`config.mk`:
```
export PLATFORM = sky130hd
export DESIGN_NAME = brf_ctrl
export DESIGN_NICKNAME = d
export VERILOG_FILES = /design/src/rtl/brf_pkg.sv /design/src/rtl/brf_ctrl.sv
export SDC_FILE = /design/constraint.sdc
export NUM_CORES = 1
export LEC_CHECK = 0
export BUFFER_PORTS_ARGS = -buffer_cell sky130_fd_sc_hd__buf_2
export CELL_PAD_IN_SITES_DETAIL_PLACEMENT = 1
export CELL_PAD_IN_SITES_GLOBAL_PLACEMENT = 2
export CORE_AREA = 2 2 39 41
export CTS_CLUSTER_SIZE = 20
export DETAILED_ROUTE_END_ITERATION = 8
export DIE_AREA = 0 0 41 43
export PLACE_DENSITY_LB_ADDON = 0.1
export RECOVER_POWER = 50
export REMOVE_ABC_BUFFERS = 1
export SYNTH_ARGS = -nofsm -noshare
export SYNTH_HDL_FRONTEND = slang
export SYNTH_SLANG_ARGS = --single-unit
```
`constraint.sdc`:
```
create_clock -name clk_i -period 3.2 [get_ports clk_i]
set_input_delay 0.16 -clock clk_i [delete_from_list [all_inputs] [get_ports clk_i]]
set_output_delay 0.16 -clock clk_i [all_outputs]
set_load 0.05 [all_outputs]
```
`src/rtl/brf_pkg.sv`:
```
`timescale 1ns / 1ps
`default_nettype none

package brf_pkg;

  // Field widths fixed by the interface.
  localparam int unsigned CMD_W   = 2;
  localparam int unsigned BYTE_W  = 8;
  localparam int unsigned COUNT_W = 7;
  localparam int unsigned STAT_W  = 2;
  localparam int unsigned FILL_W  = 10;
  localparam int unsigned CAP_W   = 10;

  // Default sizes.
  localparam int unsigned MAX_SLOTS_DEF = 1024;
  localparam int unsigned MAX_READ_DEF  = 64;

  // Capacity register value after reset.
  localparam logic [CAP_W-1:0] CAP_RESET = 10'd1023;

  // Command codes.
  localparam logic [CMD_W-1:0] CMD_WRITE = 2'd0;
  localparam logic [CMD_W-1:0] CMD_READ  = 2'd1;
  localparam logic [CMD_W-1:0] CMD_CLEAR = 2'd2;

  // Result status codes.
  localparam logic [STAT_W-1:0] ST_OK    = 2'd0;
  localparam logic [STAT_W-1:0] ST_FULL  = 2'd1;
  localparam logic [STAT_W-1:0] ST_EMPTY = 2'd2;
  localparam logic [STAT_W-1:0] ST_ZERO  = 2'd3;

  // Commands from the controller to the datapath.
  typedef struct packed {
    logic load_item;    // capture the incoming word
    logic exec_simple;  // finish a one-result command and load its result
    logic start_read;   // load the byte counter of a read
    logic issue_read;   // read one byte at the head
    logic load_read;    // move the fetched byte into the output register
  } brf_cmd_t;

  // Status from the datapath to the controller.
  typedef struct packed {
    logic [CMD_W-1:0] item_cmd;
    logic             cnt_zero;
    logic             empty;
    logic             remain_nz;
    logic             rd_pend;
    logic             out_free;
  } brf_stat_t;

endpackage

`default_nettype wire

```
`src/rtl/brf_ctrl.sv`:
```
`timescale 1ns / 1ps
`default_nettype none

module brf_ctrl (
  input  wire                logic clk_i,
  input  wire                logic rst_ni,
  input  wire                logic in_valid_i,
  output logic                     in_ready_o,
  output logic                     cfg_ready_o,
  input  wire  brf_pkg::brf_stat_t stat_i,
  output brf_pkg::brf_cmd_t        cmd_o
);
  import brf_pkg::*;

  localparam logic [1:0] S_IDLE = 2'd0;
  localparam logic [1:0] S_EXEC = 2'd1;
  localparam logic [1:0] S_READ = 2'd2;

  logic [1:0] state_q, state_d;

  assign in_ready_o  = (state_q == S_IDLE);
  assign cfg_ready_o = (state_q == S_IDLE);

  always_comb begin
    state_d = state_q;
    cmd_o   = '0;
    unique case (state_q)
      S_IDLE: begin
        if (in_valid_i) begin
          cmd_o.load_item = 1'b1;
          state_d         = S_EXEC;
        end
      end
      S_EXEC: begin
        unique case (stat_i.item_cmd)
          CMD_WRITE, CMD_CLEAR: begin
            if (stat_i.out_free) begin
              cmd_o.exec_simple = 1'b1;
              state_d           = S_IDLE;
            end
          end
          CMD_READ: begin
            if (stat_i.cnt_zero || stat_i.empty) begin
              if (stat_i.out_free) begin
                cmd_o.exec_simple = 1'b1;
                state_d           = S_IDLE;
              end
            end else begin
              cmd_o.start_read = 1'b1;
              state_d          = S_READ;
            end
          end
          default: state_d = S_IDLE;
        endcase
      end
      S_READ: begin
        cmd_o.issue_read = stat_i.remain_nz && (!stat_i.rd_pend || stat_i.out_free);
        cmd_o.load_read  = stat_i.rd_pend && stat_i.out_free;
        if (!stat_i.remain_nz && (!stat_i.rd_pend || stat_i.out_free)) begin
          state_d = S_IDLE;
        end
      end
      default: state_d = S_IDLE;
    endcase
  end

  always_ff @(posedge clk_i or negedge rst_ni) begin
    if (!rst_ni) begin
      state_q <= S_IDLE;
    end else begin
      state_q <= state_d;
    end
  end

endmodule

`default_nettype wire

```
==> results of run 1 <==
==> power groups by stage <==
stage          sequential [mW]  clock (mW)  combinational, mW
6_report                0.0313      0.0562             0.0667
5_1_grt                 0.0317      0.0631             0.0701
4_1_cts                 0.0312      0.0595             0.0688
3_5_place_dp            0.0315           0             0.0676
3_3_place_gp            0.0315           0             0.0676
2_1_floorplan           0.0309           0             0.0496
==> cell type report <==
class	count	area (µm²)	share of cell area, %
clock buffer	3	22.5	7.86
tap	16	20.0	6.99
sequential	2	50.0	17.5
multi-input combinational	16	106	37.1
timing repair buffer	17	87.6	30.6
==> routing by layer <==
layer | vias to the layer above | track usage (%)
met2 | 12 | 10.9
met3 | 2 | 3.14
li1 | 106 | -
met1 | 90 | 6.11
met5 | - | 0
met4 | 0 | 8.00
==> cells in the final DEF (no fill, tap or decap), drive strengths merged <==
cell type / count
nor2: 2
nor2b: 2
o21ai: 1
and2: 1
nand2b: 2
and3: 3
and4b: 1
dlygate4sd3: 1
dfrtp: 2
a21o: 1
nor4b: 2
or3: 1
clkbuf: 5
buf: 14
==> kinds of logic (layout without fill, tap and decap cells) <==
logic type             after synthesis  after routing  share of synthesized area (%)
DFF                                  2              2                           30.5
AOI/OAI and AO/OA                    2              2                           7.63
and+or+nand+nor                     14             14                           57.3
buffers and inverters                1             20                           4.58
==> worst max-delay path: cells and delay by family (launching register included) <==
family,cells,cell delay (ps)
AND/OR/NAND/NOR,1,190
buffers and inverters,1,490
flip-flops,1,390
==> worst max path at each step <==
stage	start	slack (ps)	end
2_1_floorplan	state_q[0]	890	state_q[0]
3_3_place_gp	state_q[1]	2010	cmd_o[2]
3_5_place_dp	state_q[1]	2000	cmd_o[2]
4_1_cts	state_q[1]	1760	cmd_o[1]
5_1_grt	state_q[1]	1670	cmd_o[1]
6_report	state_q[0]	1740	in_ready_o
==> per-stage QoR <==
stage	utilization (%)	worst slack [ps]	cell area (µm²)
2_1_floorplan	-	888	156
3_3_place_gp	18.5	2010	256
3_5_place_dp	18.5	2000	256
4_1_cts	20.9	1760	289
5_1_grt	20.7	1670	287
6_report	20.7	1740	287
==> repair_timing <==
action                     CTS  global route
setup endpoints to repair    0             0
hold buffers                 1             0
hold endpoints to repair     2             0
==> flow_results.org, run 1 <==
** Outcome
- Outcome :: completed

** Timing
- For this run, the top clock speed supported by timing is 0.685 GHz.
- The final critical path takes up 45.6% of the cycle.
- Measured slew at the worst slew-check pin :: 590 ps
- Setup violations remaining at the end of the flow were counted as 0.
- Max-slew headroom at the worst pin :: between 60% and 70%
- Setup repair after global routing left no endpoint under its margin.
- Worst hold slack across all endpoints :: 243 ps
- Max Transition Viols Final :: 0
- Tmin final :: 1460 ps
- Maximum clock skew at final layout :: 2.06 ps
- Setup total negative slack on the finished layout was measured at 0 ps.
- Final hold viol count :: 0

** Routing
- Post-Route WL :: 519 µm
- Routed signal wires occupy layers up through met4.
- After detailed routing, the number of remaining DRC violations is 0.
- For this run, the detailed router's first-pass iteration total came to 1.
- Post-route ant nets :: 0
- Routed met2 length :: 256 µm
- Across all layers, the routed design uses 210 vias.
- The first routing iteration left 0 violations.
- Routed length per placed instance :: 9.61 µm
- Dividing the detail-routed via count by the number of cells gives 3.89.
- Wire segments on met3 add up to 45 µm in the final route.
- Met1 Wirelength :: 202 µm

** Clocking
- Buffers added to address setup during post-CTS repair amount to 0.
- Post-CTS repair changed the size of 0 cells.
- Clock tree from TritonCTS :: yes
- Number of H-tree levels :: 1
- After clock tree synthesis, the clock-pin slew on the worst setup and hold paths is 30 ps.
- Total CTS buffers :: 3
- The clock reaches the later pin of the worst-skew pair after 220 ps.
- In this run the deepest clock path goes through 2 buffers.
- Clock tree synthesis selected as its root buffer the cell sky130_fd_sc_hd__clkbuf_4.
- Count of clock tree sinks :: 2

** Worst setup path
- R2R Path End :: state_q[0]
- CP max stage delay :: between 400 and 500 ps
- Crit Reg-Reg Startpoint :: state_q[0]
- The worst setup path is captured at a primary output.
- The largest individual stage delay along the critical path comes from the cell sky130_fd_sc_hd__clkbuf_1.
- Series of cell instances along the critical path :: nor2_1, clkbuf_1
- In this run the register-to-register setup slack is 2050 ps.
- The worst setup path is of the reg -> out kind.
- STA classifies the critical path startpoint as a register.
- Of all nets on the critical path, the largest fanout is 4.
- Number of cell instances on the worst register-to-register path :: 3
- Required time of the critical path :: 3040 ps
- Data arrives at the worst endpoint at 1300 ps.

** Synthesis
- Async set or reset register ratio after synthesis :: 100%
- Cell type with the highest aggregate area in the netlist :: sky130_fd_sc_hd__dfrtp_1
- Yosys attributes the largest share of cell area to sky130_fd_sc_hd__dfrtp_1 (31%), sky130_fd_sc_hd__and3_1 (11%), sky130_fd_sc_hd__nor4b_1 (11%).
- In the synthesized netlist the dominant register cell turns out to be sky130_fd_sc_hd__dfrtp_1.
- Post-Syn Instances :: 19
- After synthesis the cells add up to 164 µm².
- Count of unique library cells instantiated by Yosys :: 12
- Fraction of post-synthesis cell area in the top cell type by area :: a little under a third
- EDFF count, synth :: 0
- The most common cell in the synthesized netlist is sky130_fd_sc_hd__and3_1.
- In this run the mean area of a mapped cell was 8.63 µm².
- Number of storage elements in the synthesis netlist :: 2
- Summing the sequential cell areas from Yosys gives 30.5% of the chip area.
- During synthesis, Yosys emitted a total of 0 warnings.

** Pwr
- Leakage Power :: 0.169 nW
- VDD IR-drop max :: 151 µV
- Clock network power share :: 36.4%
- Internal cell power :: 89.8 µW
- Total power for the finished layout comes to 154 µW.
- Part of the total power dissipated in sequential elements :: 20.3%
- Combinational logic burns 43.3% of the power.
- In this run switching power makes up between 40% and 50% of total power.
- Ratio of total power to cell area :: 538 nW/µm²
- The analysis attributes to net switching a power of 64.4 µW.

** Finish
- Largest registers :: state_q x2
- Net total in the final layout :: 50
- Largest register FFs :: 2
- The number of antenna diodes in the final layout is 0.
- Fill cells in the final layout number 182.
- The area growth from synthesis to layout is 74.8%.
- In the final layout, the share of cells above drive strength 1 is 47.4%.
- Counting flops per register, the top entry is state_q.
- Finished Layout Cells :: 54

** Global routing
- GR Overflow Total :: 0
- Tot GR Track Use :: 7.23%
- The first global-routing pass estimated 765 µm of wire.
- The number of global-route vias before repair came to 200.
- Number of antenna violations at the first check in global routing :: 0
- Maximum number of pins on one net before global-route repair :: 6

** Placement
- Counting tap cells, the placed design contains a total of 50 instances.
- Port Buf Inserts :: 16
- RePlAce Congestion :: 0.574

** Floorplanning
- The total area inside the core boundary comes to 1380 µm².
- The die covers 1760 µm².
- IO Count :: 17
- Starting density of the core :: 11.8%
- Die height :: ~43 µm
- Die X :: 41 µm
- Standard-cell row count :: 14

** Job
- Across the run, the number of max-cap violations was 0.

** Min path
- Worst hold path type :: in -> async
Power figures use the tool's default switching activity.
==> run 2: changes to the inputs <==
clock period = 1.4 ns   (was 3.2 ns; I/O delays follow)
==> run 2 against run 1 <==
  * Register-to-register slack worse by 1800 ps
  * Count of clock-buffer cells in the layout unchanged
  * Critical path depth up 1
  * Core utilization up 0.81 points
  * Clock power up 130%
  * Hold slack worse by 82 ps
  * Critical path type unchanged
  * Critical endpoint is now cmd_o[2]
  * Largest cell class unchanged
==> flow_results.org, run 2 (synthesized netlist as in run 1, its figures left out) <==
** Clocking
- The setup fix buffers added after clock tree synthesis was 0 (unchanged).
- TritonCTS built the clock tree.
- Count of clock tree sinks :: 2 (unchanged)
- CTS root buffer :: sky130_fd_sc_hd__clkbuf_4
- Number of H-tree levels :: 1 (unchanged)
- The clock insertion delay at the later pin of the skew report was 220 ps (about the same).
- The clock tree buffer depth was 2 (unchanged).
- The CTS buffer count came to 3 (unchanged).
- The CTS clock-pin slew for the worst setup and hold paths came to 30 ps (about the same).

** Timing
- Final hold viol count :: 0 (unchanged)
- The final setup violation count is 0 (unchanged).
- Measured slew at the worst slew-check pin :: 252 ps (-338 ps)
- Unrepaired setup endpoints after global routing :: no
- Achievable Freq :: about 0.76 GHz
- The worst hold slack across all endpoints came to 162 ps (-81.6 ps).
- Tmin final :: 1310 ps
- The setup skew after layout is 1.83 ps (-0.228 ps).
- Max-slew headroom at the worst pin :: 82.9% (+22 points)
- Post-route fraction of the period consumed by the critical path :: 93.7%
- The max-slew violation count came to 0 (unchanged).

** Placement
- RePlAce Congestion :: 0.648 (+13%)
- Port Buf Inserts :: 16 (unchanged)

** Global routing
- The total routing usage reported by global routing came to 7.24% (+0.0073 points).
- Maximum number of pins on one net before global-route repair :: 6 (unchanged)
- The overall overflow remaining after global route was 0 (unchanged).
- The initial antenna violation count came to 0 (unchanged).
- The number of global-route vias before repair is 219 (+9.5%).
- First-pass GRT wire length :: 814 µm (+6.4%)

** Worst setup path
- Number of cell instances on the worst register-to-register path :: 3 (unchanged)
- Required time of the critical path :: 1330 ps (-1710 ps)
- Critical path peak fanout :: 4 (unchanged)
- Crit Reg-Reg Startpoint :: state_q[0]
- Critical path endpoint category :: primary output
- The setup path with the least slack is of type reg -> out.
- The worst register-to-register path ends at state_q[0].
- The critical path data arrival time is 1240 ps (-60 ps).
- Flop2flop setup slack :: 230 ps (-1820 ps)
- STA classifies the critical path startpoint as a register.

** Finish
- Most used cells in the layout excluding fill and tap cells :: sky130_fd_sc_hd__buf_2 (11), sky130_fd_sc_hd__clkbuf_4 (5), sky130_fd_sc_hd__and3_1 (3)
- Register name with the most flops :: state_q
- The final cell utilization of the core was 21.5% (+0.81 points).
- From synthesis to final layout, the design area changed by 81.7%.
- Fraction of final layout cells sized beyond drive strength 1 :: 52.6% (+5.3 points)
- Ant diodes :: 0 (unchanged)
- Net total in the final layout :: 50 (unchanged)
- In the final layout, the registers with the most flip-flops are state_q x2.
- The flip-flop count of the largest register, all copies and words added came to 2 (unchanged).
- Leaving out fill and tap cells, the most frequent cell in the layout is sky130_fd_sc_hd__buf_2.

** Routing
- The final wirelength came to 521 µm (+0.39%).
- The routed length per placed instance is 9.65 µm (+0.39%).
- The DRC violation total after the first TritonRoute iteration came to 0 (unchanged).
- Number of search-and-repair iterations in the first detailed-routing pass :: 1 (unchanged)
- Number of remaining DRC errors :: 0 (unchanged)
- Vias/cell :: 3.91 (+0.48%)
- Vias after detailed routing :: 211 (+0.48%)
- The count of nets left with antenna violations after detail routing is 0 (unchanged).

** Pwr
- Net Switching :: 147 µW (+130%)
- The share of total power consumed by net switching was 41.4% (-0.35 points).
- Leakage Power :: 0.170 nW (+0.83%)
- Ratio of total power to cell area :: 1190 nW/µm² (+120%)
- The sequential share of power is 20.5% (+0.2 points).
- Fraction of power consumed by combinational cells :: 43.9% (+0.6 points)
- Internal cell power :: 208 µW (+130%)
- VDD IR-drop max :: 308 µV (+100%)
- Clock network power share :: 35.7% (-0.7 points)

** Floorplanning
- The area of the core came to 1380 µm² (unchanged).
- Standard-cell row count :: 14 (unchanged)
- Starting density of the core :: 11.8% (unchanged)
- Die X :: 41 µm (unchanged)
- Die height :: 43 µm (unchanged)
- The I/O pin count was 17 (unchanged).
- The die footprint is 1760 µm² (unchanged).

** Job
- Max_cap viols :: 0 (unchanged)

** Min path
- In this run the worst hold path is classified as in -> async.

** Outcome
- The flow ran to the end, and the final reports show no timing, DRC or antenna violations.
-- run 2: how the worst max path moves through the flow --
stage / start / to / cells after the start
final: state_q[0] / cmd_o[2] / 3
after floorplan: state_q[0] / state_q[0] / 3
after global routing: state_q[1] / cmd_o[2] / 3
after detailed placement: state_q[0] / state_q[0] / 3
after global placement: state_q[0] / state_q[0] / 3
after CTS: state_q[1] / cmd_o[2] / 3
-- run 2: layout make-up --
| type | count | area, µm² |
|---|---|---|
| Fill cell | 177 | 1090 |
| Multi-Input combinational cell | 16 | 109 |
| Timing Repair Buffer | 17 | 96.3 |
| Sequential cell | 2 | 50.0 |
| Clock buffer | 3 | 22.5 |
| Tap cell | 16 | 20.0 |
-- run 2: what timing repair did --
action | CTS | global route
resized for setup | 0 | 5
setup endpoints to repair | 0 | 3
hold endpoints to repair | 2 | 0
hold buffers | 1 | 0
-- run 2: power by group through the flow --
stage	Sequential, mW	Combinational (mW)	Clock [mW]
floorplan	0.0706	0.113	0
global placement	0.0716	0.154	0
global route	0.0731	0.165	0.144
CTS	0.0718	0.157	0.137
detailed placement	0.0725	0.154	0
finish	0.0726	0.156	0.127
-- run 2: routing by layer --
metal | vias to the layer above | part of all wire (%) | global-route usage, %
li1 | 107 | - | -
met1 | 94 | 43 | 7.10
met2 | 10 | 50 | 10.9
met3 | 0 | 7.1 | 1.57
met4 | 0 | 0 | 8.00
met5 | - | 0 | 0
-- run 2: worst max-delay path: stages (launching register included) --
cell and delay [ps]:
sky130_fd_sc_hd__dfrtp_1 370, sky130_fd_sc_hd__nor2b_1 200, sky130_fd_sc_hd__and4b_1 240, sky130_fd_sc_hd__buf_4 210
-- run 2: through the flow --
| stage | total power [mW] | setup slack [ps] | area (µm²) | setup TNS, ps | std cells |
|---|---|---|---|---|---|
| floorplan | 0.184 | -912 | 156 | -2390 | 18 |
| global placement | 0.225 | 264 | 256 | 0 | 50 |
| detailed placement | 0.227 | 244 | 256 | 0 | 50 |
| CTS | 0.366 | 15.8 | 289 | 0 | 54 |
| global route | 0.382 | 18.5 | 298 | 0 | 54 |
| finish | 0.355 | 87.8 | 298 | 0 | 54 |
==> run 3: changes to the inputs <==
CTS_BUF_LIST = sky130_fd_sc_hd__clkbuf_4   (was not set)
clock period = 1.5 ns   (was 1.4 ns; I/O delays follow)
==> run 3 against run 2 <==
  * Design area shrank 3.4%
  * Register-to-register slack gained 110 ps
  * Die area is the same
  * Critical endpoint unchanged
  * Critical path depth is the same
  * Final cell count is the same
  * Via count grew 0.47%
  * Count of clock-buffer cells in the layout is the same
  * Highest routed layer unchanged
  * Clock power shrank 7%
==> flow_results.org, run 3 (synthesized netlist as in run 1, its figures left out) <==
** Routing
- In this run the top signal layer used is met3.
- Met1 Wirelength :: 219 µm (-1.4%)
- The detailed-routing iteration count for the pre-antenna-repair pass was 1 (unchanged).
- The amount of wire on met2 after detailed routing was 261 µm (unchanged).
- Routed length per placed instance :: 9.59 µm (-0.58%)
- Vias after detailed routing :: 212 (+0.47%)
- Post-Route WL :: 518 µm (-0.58%)
- The met3 routed wirelength was 38 µm (+2.7%).
- Number of remaining DRC errors :: 0 (unchanged)
- The DRC violation total after the first TritonRoute iteration came to 0 (unchanged).
- The average via count per standard cell is 3.93 (+0.47%).
- The count of nets left with antenna violations after detail routing was 0 (unchanged).

** Clocking
- The post-CTS resize count came to 0 (unchanged).
- The root buffer cell chosen for the clock tree is sky130_fd_sc_hd__clkbuf_4.
- TritonCTS built the clock tree.
- Number of buffers inserted by hold repair at cts :: 1 (unchanged)
- Total CTS buffers :: 3 (unchanged)
- Clock-pin slew reported for the worst setup and hold paths after clock tree synthesis :: 30 ps (about the same)
- Count of clock tree sinks :: 2 (unchanged)
- The count of H-tree levels built during CTS came to 1 (unchanged).
- Source-to-sink clock delay at the later pin of the worst-skew pair :: 220 ps (about the same)
- The setup fix buffers added after clock tree synthesis was 0 (unchanged).
- The clock tree buffer depth was 2 (unchanged).

** Finish
- The antenna cell count came to 0 (unchanged).
- Most used cells in the layout excluding fill and tap cells :: sky130_fd_sc_hd__buf_2 (14), sky130_fd_sc_hd__and3_1 (3), sky130_fd_sc_hd__clkbuf_4 (3)
- Finished Layout Cells :: 54 (unchanged)
- Fraction of final layout cells sized beyond drive strength 1 :: 50.0% (-2.6 points)
- The number of filler instances in the final layout came to 177 (unchanged).
- The total number of nets in the final design was 50 (unchanged).
- Largest register FFs :: 2 (unchanged)
- Core utilization of the finished layout :: 20.8% (-0.72 points)
- state_q holds more flip-flops than any other register.
- Area growth from synthesis to layout :: 75.6%
- Leading cell type in the layout, fill and taps excluded :: sky130_fd_sc_hd__buf_2
- In the final layout, the registers with the most flip-flops are state_q x2.

** Timing
- Setup repair after global routing left no endpoint under its margin.
- Final hold viol count :: 0 (unchanged)
- Final setup violating endpoints :: 0 (unchanged)
- The setup skew after layout was 1.83 ps (unchanged).
- Max-slew headroom at the worst pin :: 82.9% (unchanged)
- Max Transition Viols Final :: 0 (unchanged)
- In the finished design, the share of the clock period the worst path needs comes to 91.0%.
- The final-layout setup total negative slack is 0 ps (unchanged).
- The pin slew with the least headroom to its limit came to 252 ps (unchanged).
- Achievable Freq :: 0.732 GHz
- The clock period could shrink to roughly 1400 ps.
- PnR worst setup slack :: 135 ps (+46.9 ps)

** Worst setup path
- Crit Reg-Reg Startpoint :: state_q[0]
- The worst setup path is launched from a register.
- Series of cell instances along the critical path :: nor2b_1, and4b_1, buf_2
- The most critical setup path has its startpoint at state_q[1].
- Critical path peak fanout :: 4 (unchanged)
- Required time of the critical path :: 1420 ps (+90 ps)
- The critical path in this run is classified as reg -> out.
- Critical path endpoint category :: primary output
- The critical path data arrival time is 1290 ps (+50 ps).
- The longest individual stage delay on the worst path was 390 ps (+20 ps).
- Critical-path cell with the highest stage delay :: sky130_fd_sc_hd__dfrtp_1

** Pwr
- The maximum vdd ir drop was 287 µV (-6.7%).
- Ratio of total power to cell area :: 1140 nW/µm² (-4.0%)
- Leakage Power :: 0.172 nW (+0.88%)

** Global routing
- The overall overflow remaining after global route is 0 (unchanged).
- First-pass GRT wire length :: 814 µm (unchanged)
- Via count of the first global-routing pass :: 219 (unchanged)
- Tot GR Track Use :: 7.24% (unchanged)
- Number of antenna violations at the first check in global routing :: 0 (unchanged)
- Maximum number of pins on one net before global-route repair :: 6 (unchanged)

** Floorplanning
- The floorplan die width is 41 µm (unchanged).
- Die height :: 43 µm (unchanged)
- The row count is 14 (unchanged).
- IO Count :: 17 (unchanged)
- Placeable core region :: 1380 µm² (unchanged)
- Floorplan die area :: 1760 µm² (unchanged)
- Starting density of the core :: 11.8% (unchanged)

** Placement
- Port Buf Inserts :: 16 (unchanged)
- Cell count after placement :: 50 (unchanged)
- The placer congestion estimate came to 0.648 (unchanged).
- The worst slack at placement is 344 ps (+100 ps).

** Min path
- Worst hold path type :: in -> async

** Outcome
- Outcome :: completed

** Job
- Max_cap viols :: 0 (unchanged)
-- run 3: cell types whose count changed in the layout (fill, tap and decap cells not counted), sizes merged --
cell / change
clkbuf: -2
buf: +2
-- run 3: worst max-delay path, delay by kind of cell, from the launching register on --
family / cells / cell delay [ps]
and+or+nand+nor: 2 / 410
DFF: 1 / 390
buffers and inverters: 1 / 270
-- run 3: layer usage --
| layer | up-vias | GRT usage (%) |
|---|---|---|
| li1 | 107 | - |
| met1 | 95 | 7.10 |
| met2 | 10 | 10.9 |
| met3 | 0 | 1.57 |
| met4 | 0 | 8.00 |
| met5 | - | 0 |
-- run 3: worst paths after layout --
check | end | slack, ps | depth (start not counted)
worst max-delay path | cmd_o[2] | 130 | 3
worst min-delay path | state_q[1] | 170 | 2
worst max register to register | state_q[0] | 340 | 3
worst min register to register | state_q[1] | 640 | 2
max in group asynchronous | state_q[0] | 1210 | 2
min in group clk_i | state_q[1] | 170 | 3
-- run 3: where the power goes --
group / leakage, nW / switching (mW) / internal [mW]
logic: 0.132 / 0.100 / 0.0437
registers: 0.0260 / 0.00581 / 0.0611
clock network: 0.0138 / 0.0299 / 0.0882
total: 0.172 / 0.136 / 0.193
-- run 3: per-stage QoR --
step | cell area, µm² | hold WS, ps | power, mW
2_1_floorplan | 156 | -221 | 0.172
6_report | 288 | 167 | 0.329
4_1_cts | 289 | 153 | 0.341
5_1_grt | 288 | 175 | 0.355
3_3_place_gp | 256 | -136 | 0.210
3_5_place_dp | 256 | -137 | 0.212
-- run 3: final cells by class --
class | instances | area, µm² | share of cell area [%]
timing repair buffer | 17 | 88.8 | 30.9
tap | 16 | 20.0 | 6.96
sequential | 2 | 50.0 | 17.4
clock buffer | 3 | 22.5 | 7.83
multi-input combinational | 16 | 106 | 37.0
